### src/rtl/scpr_pkg.sv
// scpr_pkg: shared constants for the serial command pattern receiver
// no dependencies; used by serial_command_pattern_receiver

package scpr_pkg;

    // beat operation codes on the mode field
    localparam logic [1:0] MODE_RECEIVE     = 2'd0;
    localparam logic [1:0] MODE_CLEAR       = 2'd1;
    localparam logic [1:0] MODE_CLEAR_FLAGS = 2'd2;
    localparam logic [1:0] MODE_READ        = 2'd3;

    // receive phase codes
    localparam logic [1:0] PHASE_START_DETECT = 2'd0;
    localparam logic [1:0] PHASE_IMAGE_COUNT  = 2'd1;
    localparam logic [1:0] PHASE_RESET_DETECT = 2'd2;
    localparam logic [1:0] PHASE_STORE_ONLY   = 2'd3;

    // configuration register indexes
    localparam int unsigned CFG_INDEX_W = 3;
    localparam logic [CFG_INDEX_W-1:0] REG_RECEIVE_PHASE      = 3'd0;
    localparam logic [CFG_INDEX_W-1:0] REG_START_CODE         = 3'd1;
    localparam logic [CFG_INDEX_W-1:0] REG_RESET_CODE         = 3'd2;
    localparam logic [CFG_INDEX_W-1:0] REG_ZERO_RUN_THRESHOLD = 3'd3;
    localparam logic [CFG_INDEX_W-1:0] REG_IMAGE_END_LIMIT    = 3'd4;

    localparam int unsigned CFG_DATA_W = 64;

    // command framing bytes
    localparam logic [7:0] CMD_OPEN  = 8'hEF;
    localparam logic [7:0] CMD_CLOSE = 8'hFF;
    localparam logic [7:0] ZERO_BYTE = 8'h00;

    // register reset values
    localparam logic [63:0] START_CODE_RESET = 64'h0807_0605_0403_0201;
    localparam logic [63:0] RESET_CODE_RESET = 64'hF8F7_F6F5_F4F3_F2F5;
    localparam logic [7:0]  ZERO_RUN_THRESHOLD_RESET = 8'd50;
    localparam logic [23:0] IMAGE_END_LIMIT_RESET    = 24'd0;

    // code position holds 0..8, the longest command
    localparam int unsigned POS_W = 4;

endpackage

### src/rtl/scpr_ram.sv
// scpr_ram: generic simple dual port ram, one write and one registered read port
// no dependencies

module scpr_ram #(
    parameter int WIDTH = 8,
    parameter int DEPTH = 256
) (
    input  logic                     clk,
    input  logic                     we,
    input  logic [$clog2(DEPTH)-1:0] waddr,
    input  logic [WIDTH-1:0]         wdata,
    input  logic                     re,
    input  logic [$clog2(DEPTH)-1:0] raddr,
    output logic [WIDTH-1:0]         rdata
);

    logic [WIDTH-1:0] mem [DEPTH];

    // write port and registered read port
    always_ff @(posedge clk)
    begin
        if (we)
        begin
            mem[waddr] <= wdata;
        end
        if (re)
        begin
            rdata <= mem[raddr];
        end
    end

endmodule

### src/rtl/serial_command_pattern_receiver.sv
// serial_command_pattern_receiver: ring buffer, command matcher and image counter
// depends on scpr_pkg and scpr_ram

// The block takes one input beat per clock and returns one result beat per input beat,
// in order. A mode 0 beat stores its byte at the next ring buffer slot and feeds the
// start or reset command matcher or the image counter, as the receive phase selects,
// none in store-only phase; mode 1 clears the buffer and the received and image counts,
// mode 2 the command flags, mode 3 reads one buffer entry. The buffer ram has a write
// port and a registered read port, so a write and a read never contend and a read just
// after a write to the same entry sees the new byte. A clear is instant: entries at or
// past the write position read as zero until the buffer wraps. A stage after the ram
// and an output register let the block take a new beat in every cycle while results
// are taken; while a result waits, one more beat is held, then in_ready drops until it
// is taken. Configuration must be written only while idle; the block does not check.

module serial_command_pattern_receiver #(
    parameter int BUFFER_DEPTH = 256,
    parameter int CODE_LENGTH  = 8
) (
    input  logic                                clk,
    input  logic                                rst_n,
    input  logic                                cfg_we,
    input  logic [scpr_pkg::CFG_INDEX_W-1:0]    cfg_index,
    input  logic [scpr_pkg::CFG_DATA_W-1:0]     cfg_data,
    input  logic                                in_valid,
    output logic                                in_ready,
    input  logic [1:0]                          mode,
    input  logic [7:0]                          rx_byte,
    input  logic [7:0]                          read_index,
    output logic                                out_valid,
    input  logic                                out_ready,
    output logic [7:0]                          read_data,
    output logic [7:0]                          write_index,
    output logic                                buffer_full,
    output logic                                start_seen,
    output logic                                reset_seen,
    output logic [15:0]                         received_count,
    output logic [23:0]                         image_count,
    output logic [7:0]                          zero_run,
    output logic                                end_detected
);

    localparam int AW = $clog2(BUFFER_DEPTH);
    localparam logic [AW-1:0] WP_LAST = AW'(BUFFER_DEPTH - 1);
    localparam logic [scpr_pkg::POS_W-1:0] POS_LAST = scpr_pkg::POS_W'(CODE_LENGTH);

    typedef enum logic [1:0] {
        M_IDLE,
        M_CODE,
        M_CLOSE
    } match_state_t;

    // snapshot of the state after one beat
    typedef struct packed {
        logic [7:0]  write_index;
        logic        buffer_full;
        logic        start_seen;
        logic        reset_seen;
        logic [15:0] received_count;
        logic [23:0] image_count;
        logic [7:0]  zero_run;
    } status_t;

    // configuration registers
    logic [1:0]  receive_phase_reg;
    logic [63:0] start_code_reg;
    logic [63:0] reset_code_reg;
    logic [7:0]  zero_run_threshold_reg;
    logic [23:0] image_end_limit_reg;

    // block state
    match_state_t               matcher_state_reg, matcher_state_next;
    logic [scpr_pkg::POS_W-1:0] code_pos_reg, code_pos_next;
    logic [AW-1:0]              write_pos_reg, write_pos_next;
    logic                       full_reg, full_next;
    logic                       start_mark_reg, start_mark_next;
    logic                       reset_mark_reg, reset_mark_next;
    logic [15:0]                byte_count_reg, byte_count_next;
    logic [23:0]                image_len_reg, image_len_next;
    logic [7:0]                 zero_run_reg, zero_run_next;

    // pipeline stages
    logic    s1_valid_reg;
    logic    s1_read_reg;
    status_t s1_status_reg;
    logic    out_valid_reg;
    logic    out_read_reg;
    status_t out_status_reg;
    logic [7:0] out_read_data_reg;
    logic       out_end_reg;

    logic        accept;
    logic        s1_move;
    logic        receive_beat;
    logic        run_matcher;
    logic        mark_hit;
    logic [63:0] code_sel;
    logic [7:0]  code_byte;
    logic [15:0] ridx_wide;
    logic [AW-1:0] ridx;
    logic        entry_valid;
    logic        read_beat;
    logic [7:0]  ram_q;
    status_t     status_next;

    // handshake
    assign s1_move  = s1_valid_reg && (!out_valid_reg || out_ready);
    assign in_ready = !s1_valid_reg || s1_move;
    assign accept   = in_valid && in_ready;

    assign receive_beat = accept && (mode == scpr_pkg::MODE_RECEIVE);
    assign run_matcher  = receive_beat &&
                          ((receive_phase_reg == scpr_pkg::PHASE_START_DETECT) ||
                           (receive_phase_reg == scpr_pkg::PHASE_RESET_DETECT));

    // configuration writes
    always_ff @(posedge clk or negedge rst_n)
    begin
        if (!rst_n)
        begin
            receive_phase_reg      <= scpr_pkg::PHASE_START_DETECT;
            start_code_reg         <= scpr_pkg::START_CODE_RESET;
            reset_code_reg         <= scpr_pkg::RESET_CODE_RESET;
            zero_run_threshold_reg <= scpr_pkg::ZERO_RUN_THRESHOLD_RESET;
            image_end_limit_reg    <= scpr_pkg::IMAGE_END_LIMIT_RESET;
        end
        else if (cfg_we)
        begin
            unique case (cfg_index)
                scpr_pkg::REG_RECEIVE_PHASE:      receive_phase_reg <= cfg_data[1:0];
                scpr_pkg::REG_START_CODE:         start_code_reg <= cfg_data;
                scpr_pkg::REG_RESET_CODE:         reset_code_reg <= cfg_data;
                scpr_pkg::REG_ZERO_RUN_THRESHOLD: zero_run_threshold_reg <= cfg_data[7:0];
                scpr_pkg::REG_IMAGE_END_LIMIT:    image_end_limit_reg <= cfg_data[23:0];
                default:                          ;
            endcase
        end
    end

    // expected code byte for the current position
    assign code_sel  = (receive_phase_reg == scpr_pkg::PHASE_START_DETECT) ?
                       start_code_reg : reset_code_reg;
    assign code_byte = code_sel[8*code_pos_reg[2:0] +: 8];

    // command matcher
    always_comb
    begin
        matcher_state_next = matcher_state_reg;
        code_pos_next      = code_pos_reg;
        mark_hit           = 1'b0;
        if (run_matcher)
        begin
            unique case (matcher_state_reg)
                M_IDLE:
                begin
                    if (rx_byte == scpr_pkg::CMD_OPEN)
                    begin
                        matcher_state_next = M_CODE;
                        code_pos_next      = '0;
                    end
                end
                M_CODE:
                begin
                    if (code_pos_reg >= POS_LAST)
                    begin
                        // the byte after the last code byte is skipped
                        matcher_state_next = M_CLOSE;
                    end
                    else if (rx_byte == code_byte)
                    begin
                        code_pos_next = code_pos_reg + 1'b1;
                    end
                    else
                    begin
                        code_pos_next      = '0;
                        matcher_state_next = M_IDLE;
                    end
                end
                M_CLOSE:
                begin
                    if (rx_byte == scpr_pkg::CMD_CLOSE)
                    begin
                        mark_hit           = 1'b1;
                        matcher_state_next = M_IDLE;
                    end
                end
                default:
                begin
                    matcher_state_next = M_IDLE;
                end
            endcase
        end
    end

    // buffer position, counters and flags
    always_comb
    begin
        write_pos_next  = write_pos_reg;
        full_next       = full_reg;
        start_mark_next = start_mark_reg;
        reset_mark_next = reset_mark_reg;
        byte_count_next = byte_count_reg;
        image_len_next  = image_len_reg;
        zero_run_next   = zero_run_reg;
        if (accept)
        begin
            unique case (mode)
                scpr_pkg::MODE_RECEIVE:
                begin
                    if (mark_hit && (receive_phase_reg == scpr_pkg::PHASE_START_DETECT))
                    begin
                        start_mark_next = 1'b1;
                    end
                    if (mark_hit && (receive_phase_reg == scpr_pkg::PHASE_RESET_DETECT))
                    begin
                        reset_mark_next = 1'b1;
                    end
                    if (receive_phase_reg == scpr_pkg::PHASE_IMAGE_COUNT)
                    begin
                        if (image_len_reg != '1)
                        begin
                            image_len_next = image_len_reg + 1'b1;
                        end
                        if (rx_byte == scpr_pkg::ZERO_BYTE)
                        begin
                            if (zero_run_reg != '1)
                            begin
                                zero_run_next = zero_run_reg + 1'b1;
                            end
                        end
                        else
                        begin
                            zero_run_next = '0;
                        end
                    end
                    if (byte_count_reg != '1)
                    begin
                        byte_count_next = byte_count_reg + 1'b1;
                    end
                    if (write_pos_reg == WP_LAST)
                    begin
                        write_pos_next = '0;
                        full_next      = 1'b1;
                    end
                    else
                    begin
                        write_pos_next = write_pos_reg + 1'b1;
                    end
                end
                scpr_pkg::MODE_CLEAR:
                begin
                    write_pos_next  = '0;
                    full_next       = 1'b0;
                    byte_count_next = '0;
                    image_len_next  = '0;
                end
                scpr_pkg::MODE_CLEAR_FLAGS:
                begin
                    start_mark_next = 1'b0;
                    reset_mark_next = 1'b0;
                end
                default:
                begin
                end
            endcase
        end
    end

    // read index folded into the buffer depth by conditional subtraction
    always_comb
    begin
        ridx_wide = {8'b0, read_index};
        for (int k = 3; k >= 0; k--)
        begin
            if (ridx_wide >= (16'(BUFFER_DEPTH) << k))
            begin
                ridx_wide = ridx_wide - (16'(BUFFER_DEPTH) << k);
            end
        end
    end
    assign ridx = AW'(ridx_wide);

    // entries past the write position read as zero until the buffer wraps
    assign entry_valid = full_reg || (ridx < write_pos_reg);
    assign read_beat   = accept && (mode == scpr_pkg::MODE_READ);

    scpr_ram #(
        .WIDTH (8),
        .DEPTH (BUFFER_DEPTH)
    ) u_buffer (
        .clk   (clk),
        .we    (receive_beat),
        .waddr (write_pos_reg),
        .wdata (rx_byte),
        .re    (read_beat),
        .raddr (ridx),
        .rdata (ram_q)
    );

    // status seen by this beat's result
    always_comb
    begin
        status_next.write_index    = 8'(write_pos_next);
        status_next.buffer_full    = full_next;
        status_next.start_seen     = start_mark_next;
        status_next.reset_seen     = reset_mark_next;
        status_next.received_count = byte_count_next;
        status_next.image_count    = image_len_next;
        status_next.zero_run       = zero_run_next;
    end

    // state registers and control
    always_ff @(posedge clk or negedge rst_n)
    begin
        if (!rst_n)
        begin
            matcher_state_reg <= M_IDLE;
            code_pos_reg      <= '0;
            write_pos_reg     <= '0;
            full_reg          <= 1'b0;
            start_mark_reg    <= 1'b0;
            reset_mark_reg    <= 1'b0;
            byte_count_reg    <= '0;
            image_len_reg     <= '0;
            zero_run_reg      <= '0;
            s1_valid_reg      <= 1'b0;
            out_valid_reg     <= 1'b0;
        end
        else
        begin
            matcher_state_reg <= matcher_state_next;
            code_pos_reg      <= code_pos_next;
            write_pos_reg     <= write_pos_next;
            full_reg          <= full_next;
            start_mark_reg    <= start_mark_next;
            reset_mark_reg    <= reset_mark_next;
            byte_count_reg    <= byte_count_next;
            image_len_reg     <= image_len_next;
            zero_run_reg      <= zero_run_next;
            if (accept)
            begin
                s1_valid_reg <= 1'b1;
            end
            else if (s1_move)
            begin
                s1_valid_reg <= 1'b0;
            end
            if (s1_move)
            begin
                out_valid_reg <= 1'b1;
            end
            else if (out_ready)
            begin
                out_valid_reg <= 1'b0;
            end
        end
    end

    // payload of the two stages
    always_ff @(posedge clk)
    begin
        if (accept)
        begin
            s1_status_reg <= status_next;
            s1_read_reg   <= read_beat && entry_valid;
        end
        if (s1_move)
        begin
            out_status_reg    <= s1_status_reg;
            out_read_reg      <= s1_read_reg;
            out_read_data_reg <= s1_read_reg ? ram_q : 8'd0;
            out_end_reg       <= (s1_status_reg.zero_run > zero_run_threshold_reg) &&
                                 (s1_status_reg.image_count > image_end_limit_reg);
        end
    end

    // outputs
    assign out_valid      = out_valid_reg;
    assign read_data      = out_read_data_reg;
    assign write_index    = out_status_reg.write_index;
    assign buffer_full    = out_status_reg.buffer_full;
    assign start_seen     = out_status_reg.start_seen;
    assign reset_seen     = out_status_reg.reset_seen;
    assign received_count = out_status_reg.received_count;
    assign image_count    = out_status_reg.image_count;
    assign zero_run       = out_status_reg.zero_run;
    assign end_detected   = out_end_reg;

`ifndef SYNTHESIS
    // write position stays inside the buffer
    a_write_pos_range: assert property (@(posedge clk) disable iff (!rst_n)
        write_pos_reg <= WP_LAST)
        else $error("write position past buffer end");

    // code position never passes the command length
    a_code_pos_range: assert property (@(posedge clk) disable iff (!rst_n)
        code_pos_reg <= POS_LAST)
        else $error("code position past command length");

    // a write into the last slot marks the buffer as wrapped
    a_wrap_sets_full: assert property (@(posedge clk) disable iff (!rst_n)
        (receive_beat && (write_pos_reg == WP_LAST)) |=> (full_reg && (write_pos_reg == '0)))
        else $error("wrap did not set full mark");

    // read data is nonzero only on a read beat
    a_read_data_zero: assert property (@(posedge clk) disable iff (!rst_n)
        (out_valid_reg && (read_data != 8'd0)) |-> out_read_reg)
        else $error("read data on a non-read beat");

    // end of image needs a nonzero zero run
    a_end_needs_run: assert property (@(posedge clk) disable iff (!rst_n)
        (out_valid_reg && end_detected) |-> (zero_run != 8'd0))
        else $error("end flagged without zero run");
`endif

endmodule

### config.mk
export PLATFORM = sky130hd
export DESIGN_NAME = serial_command_pattern_receiver
export DESIGN_NICKNAME = d
export VERILOG_FILES = /design/src/rtl/scpr_pkg.sv /design/src/rtl/scpr_ram.sv /design/src/rtl/serial_command_pattern_receiver.sv
export SDC_FILE = /design/constraint.sdc
export NUM_CORES = 2
export LEC_CHECK = 0
export BUFFER_PORTS_ARGS = -buffer_cell sky130_fd_sc_hd__buf_2
export CAP_MARGIN = 20
export CORE_ASPECT_RATIO = 0.7
export CORE_MARGIN = 8
export CORE_UTILIZATION = 62
export DETAILED_ROUTE_END_ITERATION = 8
export GPL_TIMING_DRIVEN = 0
export PLACE_DENSITY = 0.79
export SYNTH_ARGS = -nofsm -noshare
export SYNTH_HDL_FRONTEND = slang
export SYNTH_SLANG_ARGS = --single-unit
### constraint.sdc
create_clock -name clk -period 5.55 [get_ports clk]
set_clock_uncertainty 0.1 [all_clocks]
set_input_delay 0.8325 -clock clk [delete_from_list [all_inputs] [get_ports clk]]
set_output_delay 0.8325 -clock clk [all_outputs]
set_load 0.01 [all_outputs]
### Word level (Yosys, flattened, before mapping)

Memories as Yosys holds them, arrays and structs flattened. A register that Yosys moved wholly into a read port is not among the register bits.
Index checks and enable logic that the tools add are counted.
W data, S select, Z words.

| cells by class | value |
|---|---|
| reduce and logical (&&, ||, !) cells | 30 |
| $lt $le $gt $ge | 4 |
| mux-type cells | 43 |
| add/subtract/negate cells | 5 |
| equality and inequality tests | 22 |
| shift-type cells | 1 |

Operators with widths:

| kind | number |
|---|---|
| $mux W24 | 3 |
| $mux W64 | 1 |
| $shiftx A64 B7 Y8 | 1 |
| $mux W8 | 7 |
| $pmux W24 S2 | 1 |
| $mux W16 | 2 |
| $pmux W16 S2 | 1 |
| $add A24 B1 Y24 const B | 1 |
| $eq A8 B8 Y1 const B | 3 |
| $gt A24 B24 Y1 | 1 |
| $ne A24 B24 Y1 const B | 1 |
| $add A16 B1 Y16 const B | 1 |
| $add A8 B1 Y8 const B | 2 |
| $ne A16 B16 Y1 const B | 1 |
| $pmux W8 S2 | 1 |
| $mux W1 | 15 |
| $mux W4 | 3 |
| $reduce_and A2 Y1 | 5 |
| $logic_and A1 B1 Y1 | 9 |
| $eq A2 B2 Y1 const B | 4 |
| $eq A8 B8 Y1 | 1 |
| $gt A8 B8 Y1 | 1 |
| $logic_not A8 Y1 | 1 |
| $lt A8 B8 Y1 | 1 |
| other kinds (19) | 38 |

| storage, ports and cells | value |
|---|---|
| memories | 1 |
| word-level logic and storage cells | 139 |
| memory bits (writable) | 2048 |
| output and inout bits | 70 |
| input port bits | 90 |
| register bits | 357 |

Memory list:

| memory | depth | width | rd ports | clocked after memory_dff | wr ports | RTL line | text |
|---|---|---|---|---|---|---|---|
| u_buffer.mem | 256 | 8 | 1 | 1 | 1 | scpr_ram.sv:17 | `logic [WIDTH-1:0] mem [DEPTH];` |

### Depth between registers and ports, before layout

| logic depth | value |
|---|---|
| word-level depth | 12 |
| gate-level depth with buffers | 11 |
| mapped depth without buffers | 10 |

### Modules after synthesis

From an unflattened synthesis, not the netlist that was laid out.

| unflattened totals | value |
|---|---|
| cell total of the unflattened synthesis | 4940 |
| area total of the unflattened synthesis | 95341.4 sq um |

Modules (own cells, without submodules):

| module | area each (sq um) | sequential area each (sq um) | instances | cells an instance |
|---|---|---|---|---|
| scpr_ram | 79636.4 | 61739.2 | 1 | 3733 |
| serial_command_pattern_receiver | 15705.1 | 9651.8 | 1 | 1207 |

### Worst setup path after synthesis

Ideal clock, no wire load.

| path | value |
|---|---|
| kind | input port to flip-flop |
| start point | input out_ready |
| end point | register s1_status_reg[10] (netlist name), data pin |
| data arrival time | 4.371 ns |
| library setup time | 0.271 ns |
| stages on the path | 8 |
| required time | 5.179 ns |
| path buffers | 3 |
| path slack | 0.809 ns |
| cells stage by stage | nand3b_1 -> and2_0 -> nor2b_1 -> clkbuf_1 -> and2_1 -> clkbuf_1 -> clkbuf_1 -> nor2_1 |

| on the way | value |
|---|---|
| cells in the longest elaborated chain, start to end | 5 |

Ends and longest elaborated chain:

| element | RTL line | text |
|---|---|---|
| start, declared | serial_command_pattern_receiver.sv:31 | `input logic out_ready,` |
| $logic_or A1 B1 Y1 | serial_command_pattern_receiver.sv:107 | `assign s1_move = s1_valid_reg && (!out_valid_reg \|\| out_ready);` |
| $logic_and A1 B1 Y1 | serial_command_pattern_receiver.sv:107 |  |
| $logic_or A1 B1 Y1 | serial_command_pattern_receiver.sv:108 | `assign in_ready = !s1_valid_reg \|\| s1_move;` |
| $logic_and A1 B1 Y1 | serial_command_pattern_receiver.sv:109 | `assign accept = in_valid && in_ready;` |
| named net accept | serial_command_pattern_receiver.sv:92 | `logic accept;` |
| $mux W24 | serial_command_pattern_receiver.sv:205 | `if (accept)` |
| named net image_len_next[2] | serial_command_pattern_receiver.sv:79 | `logic [23:0] image_len_reg, image_len_next;` |
| end signal, assigned | serial_command_pattern_receiver.sv:364 | `s1_status_reg <= status_next;` |
| end, declared | serial_command_pattern_receiver.sv:85 | `status_t s1_status_reg;` |

The timed path passes the listed nets, and every way through them passes these cells.
A chain may end at the register's enable or synchronous reset.

### Final worst setup path

| path | value |
|---|---|
| start point | register out_valid_reg, in the netlist out_valid |
| end point | memory u_buffer.mem[23][2], enable pin |

| on the way | value |
|---|---|
| cells in the longest elaborated chain, start to end | 8 |

Ends and longest elaborated chain:

| element | RTL line | text |
|---|---|---|
| start, declared | serial_command_pattern_receiver.sv:86 | `logic out_valid_reg;` |
| start signal, assigned | serial_command_pattern_receiver.sv:327 | `out_valid_reg <= 1'b0;` |
| start signal, assigned | serial_command_pattern_receiver.sv:350 | `out_valid_reg <= 1'b1;` |
| start signal, assigned | serial_command_pattern_receiver.sv:354 | `out_valid_reg <= 1'b0;` |
| $logic_not A1 Y1 | serial_command_pattern_receiver.sv:107 |  |
| $logic_or A1 B1 Y1 | serial_command_pattern_receiver.sv:107 |  |
| $logic_and A1 B1 Y1 | serial_command_pattern_receiver.sv:107 |  |
| $logic_or A1 B1 Y1 | serial_command_pattern_receiver.sv:108 |  |
| $logic_and A1 B1 Y1 | serial_command_pattern_receiver.sv:109 |  |
| $logic_and A1 B1 Y1 | serial_command_pattern_receiver.sv:111 | `assign receive_beat = accept && (mode == scpr_pkg::MODE_RECEIVE);` |
| $mux W1 | scpr_ram.sv:22 | `if (we)` |
| $mux W1 (implied by the code) | scpr_ram.sv:24 | `mem[waddr] <= wdata;` |
| end, declared | scpr_ram.sv:17 |  |

No other way between the ends.

==> key figures <==
Power
  • Total power: 38610 uW
  • P_leak: 0.03417 uW
  • Pwr per Cell Area: around 360 nW/um^2
  • VDD IR max: between 0.3 and 0.4 mV

Clocking
  • CTS Root Cell: clkbuf_16
  • TritonCTS buffer count: around 210
  • CTS clk-pin slew, worst paths: 0.07 ns
  • CTS tree: yes
  • CTS Hold Buffers Added: 0
  • Post-CTS Repair Setup Buffers: 0
  • Clk buf depth: 3
  • Post_cts resized: 0
  • Worst-Skew Late Latency: 0.87 ns
  • H-tree depth: 4
  • Clock sinks: around 2400

Routing
  • Drt initial violations: 9263
  • Vias per cell: 7.247
  • Pre-Repair DR Iteration Count: 7
  • Via count: 50968
  • Wire per inst: around 38 um
  • Routed Wire Length: around 270 mm
  • DRC: 0
  • Post-DRT Antenna Nets: 0

Floorplanning
  • Chip width: 483.2 um
  • Core Area: approximately 150000 sq um
  • Die Ht: roughly 340 um
  • Initial Util: 0.6221
  • I/O pin cnt: 160
  • Die area: 165700 sq um
  • Number of cell rows: 120

Cells and area
  • Register area: between 70000 and 80000 sq um
  • Fraction of layout cells with a size suffix above 1: 0.2947
  • Fillcell total: 8771
  • Number of flip-flops in the largest register: 2048
  • Area growth syn-to-layout: 11.76%
  • Multi-input gate area: 22160 sq um
  • Commonest non-fill, non-tap cells in the layout: edfxtp_1 (2184), mux4_2 (695), nor2_1 (334)
  • Most common cell after layout, fill and taps aside: edfxtp_1
  • Nets: 4977
  • Finished Layout Cells: 7033

Setup path
  • Setup crit start kind: flop
  • Crit path DAT: 5.59 ns
  • CP Capture Type: flop
  • Crit Reg-Reg Endpoint: u_buffer.mem[23][2]
  • Critical path type: reg -> reg
  • Reg-to-reg startpoint: out_valid
  • Worst-path maximum fanout: 10
  • Required @ worst endpoint: 5.91 ns
  • Register-to-Register Path Depth: 8
  • R2R Setup Slk: 0.31 ns

Synth
  • Synth Cell Area: 94720 sq um
  • FF+latch count, synth: 2413
  • Syn Inst Count: 4423
  • Number of flops mapped to enable cells by yosys: 2184
  • Ys flop type: edfxtp_1
  • Synth warn: 0
  • Seq/Total Area, Yosys: 0.7537
  • Post-synth cell types: 54
  • Asr flop ratio synth: 0.09490
  • Syn nets: approximately 4600
  • Synthesized area per cell: 21.41 sq um

Timing
  • Min Tclk post-route: around 5.2 ns
  • Worst Tran Pin Value: 1.364 ns
  • Slew HR: 0.08786
  • Final worst slack: 0.3133 ns
  • Number of max-slew violations in the final report: 0
  • WHS: -0.04920 ns
  • Fin crit share: 0.9436
  • Final setup viols: 0
  • Peak Freq: 0.1910 GHz
  • RSZ-0062 raised after global routing: false
  • Final hold violation count: 5

Placement
  • Cell total after placement: between 6000 and 7000
  • Number of port buffers: between 150 and 200
  • RD Place Congestion: 0.9280
  • Hpwl dp: 169.6 mm
  • Worst slack, placed: -0.07474 ns

Min path
  • Hold Path Class: in -> async

Global routing
  • Initial antenna violation count: 15
  • Number of global-route vias before repair: 49968
  • Largest net degree at the start of global routing: 155
  • First-pass GRT wire length: 374.0 mm
  • GRT overflow: 0
  • All-Layer GR Usage: 0.3198

Outcome
  • Failing checks: negative hold slack
  • Status: finished with violations

Run
  • Max-cap viol count: 0
[synth_stat cells (2+ instances only)]
| master | instances | area, sq um |
|---|---|---|
| nor2_1 | 334 | 1254 |
| or3_1 | 11 | 68.82 |
| buf_2 | 45 | 225.2 |
| nand2_1 | 98 | 367.9 |
| and4_1 | 6 | 52.55 |
| nand2b_1 | 13 | 81.33 |
| o22ai_1 | 7 | 43.79 |
| a22oi_1 | 17 | 127.6 |
| a21o_1 | 15 | 112.6 |
| nand3b_1 | 3 | 22.52 |
| buf_4 | 14 | 105.1 |
| ha_1 | 48 | 600.6 |
| buf_1 | 19 | 71.32 |
| nor4_1 | 10 | 62.56 |
| mux2i_1 | 14 | 140.1 |
| nor2b_1 | 9 | 56.30 |
| nor3_1 | 11 | 55.05 |
| nand3_1 | 51 | 255.2 |
| dfrtp_1 | 167 | 4179 |
| o21ai_0 | 60 | 300.3 |
| o22a_1 | 5 | 43.79 |
| o31ai_1 | 5 | 37.54 |
| a22o_1 | 2 | 17.52 |
| o211ai_1 | 3 | 22.52 |
| a21oi_1 | 37 | 185.2 |
| xor2_1 | 21 | 183.9 |
| a2111oi_0 | 4 | 35.03 |
| inv_1 | 52 | 195.2 |
| a211oi_1 | 8 | 60.06 |
| clkbuf_1 | 148 | 555.5 |
| buf_6 | 2 | 22.52 |
| and3_1 | 12 | 75.07 |
| xnor2_1 | 15 | 131.4 |
| dfstp_2 | 62 | 1629 |
| o21a_1 | 9 | 67.56 |
| edfxtp_1 | 2184 | 65580 |
| nand4_1 | 26 | 162.7 |
| mux2_2 | 142 | 1599 |
| and2_1 | 15 | 93.84 |
| nor3b_1 | 4 | 30.03 |
| mux4_2 | 695 | 15650 |
| a31oi_1 | 8 | 50.05 |
[power by group]
| group | internal, uW | switching [uW] |
|---|---|---|
| clock network | 8140 | 6650 |
| registers | 20300 | 230 |
| logic | 1270 | 2030 |
| total | 29700 | 8910 |
[area by class of cell]
class	instances	area share
Multi-Input combinational cell	1730	0.2093
Timing Repair Buffer	206	0.01713
Tap cell	2013	0.02379
Inverter	52	0.001844
Antenna cell	8	0.0001891
Buffer	228	0.009338
Clock inverter	131	0.01145
Sequential cell	2413	0.6744
Clock buffer	252	0.05254
[worst max-delay path by stage]
stage,startpoint,end,cells past startpoint
4_1_cts,out_valid,u_buffer.mem[22][1],8
6_report,out_valid,u_buffer.mem[23][2],8
3_3_place_gp,out_ready,s1_status_reg[25],9
2_1_floorplan,out_ready,s1_status_reg[10],8
5_1_grt,out_valid,u_buffer.mem[22][1],8
3_5_place_dp,read_index[1],u_buffer.rdata[0],9
[stage by stage]
stage / TNS [ns] / area (sq um) / utilization
finish: 0 / 105900 / 0.6953
global route: 0 / 105800 / 0.6952
CTS: 0 / 105600 / 0.6938
detailed placement: -0.1937 / 98860 / 0.6493
global placement: -158.39 / 98030 / 0.6439
floorplan: 0 / 94720 / -
[layer usage]
metal,vias to the layer above,wire (um),part of all wire,global-route usage
li1,19086,-,-,-
met1,26312,93150,0.35,0.4362
met2,4760,116700,0.44,0.4584
met3,796,43830,0.16,0.1336
met4,14,13790,0.052,0.1405
met5,-,189,0.00071,0.001448
[worst max-delay path, stage by stage, from the launching register on]
cell and delay [ns]:
dfrtp_1 0.41, nand3b_1 0.17, nand3b_1 0.15, clkbuf_1 0.41, clkbuf_1 0.52, nor4_1 1.04, nand2_1 0.57, clkbuf_1 0.55
nor2_1 0.92
[cells by family after synthesis]
| kind of cell | Yosys count | share of synthesized area |
|---|---|---|
| AOI/OAI and AO/OA | 187 | 0.01231 |
| xor gates and xnor gates | 36 | 0.003329 |
| DFF | 2413 | 0.7537 |
| and+or+nand+nor | 608 | 0.02827 |
| adders and majority gates | 48 | 0.006341 |
| muxes | 851 | 0.1836 |
| buffers and inverters | 280 | 0.01240 |
Note: power is estimated with default switching activity, not from simulation.
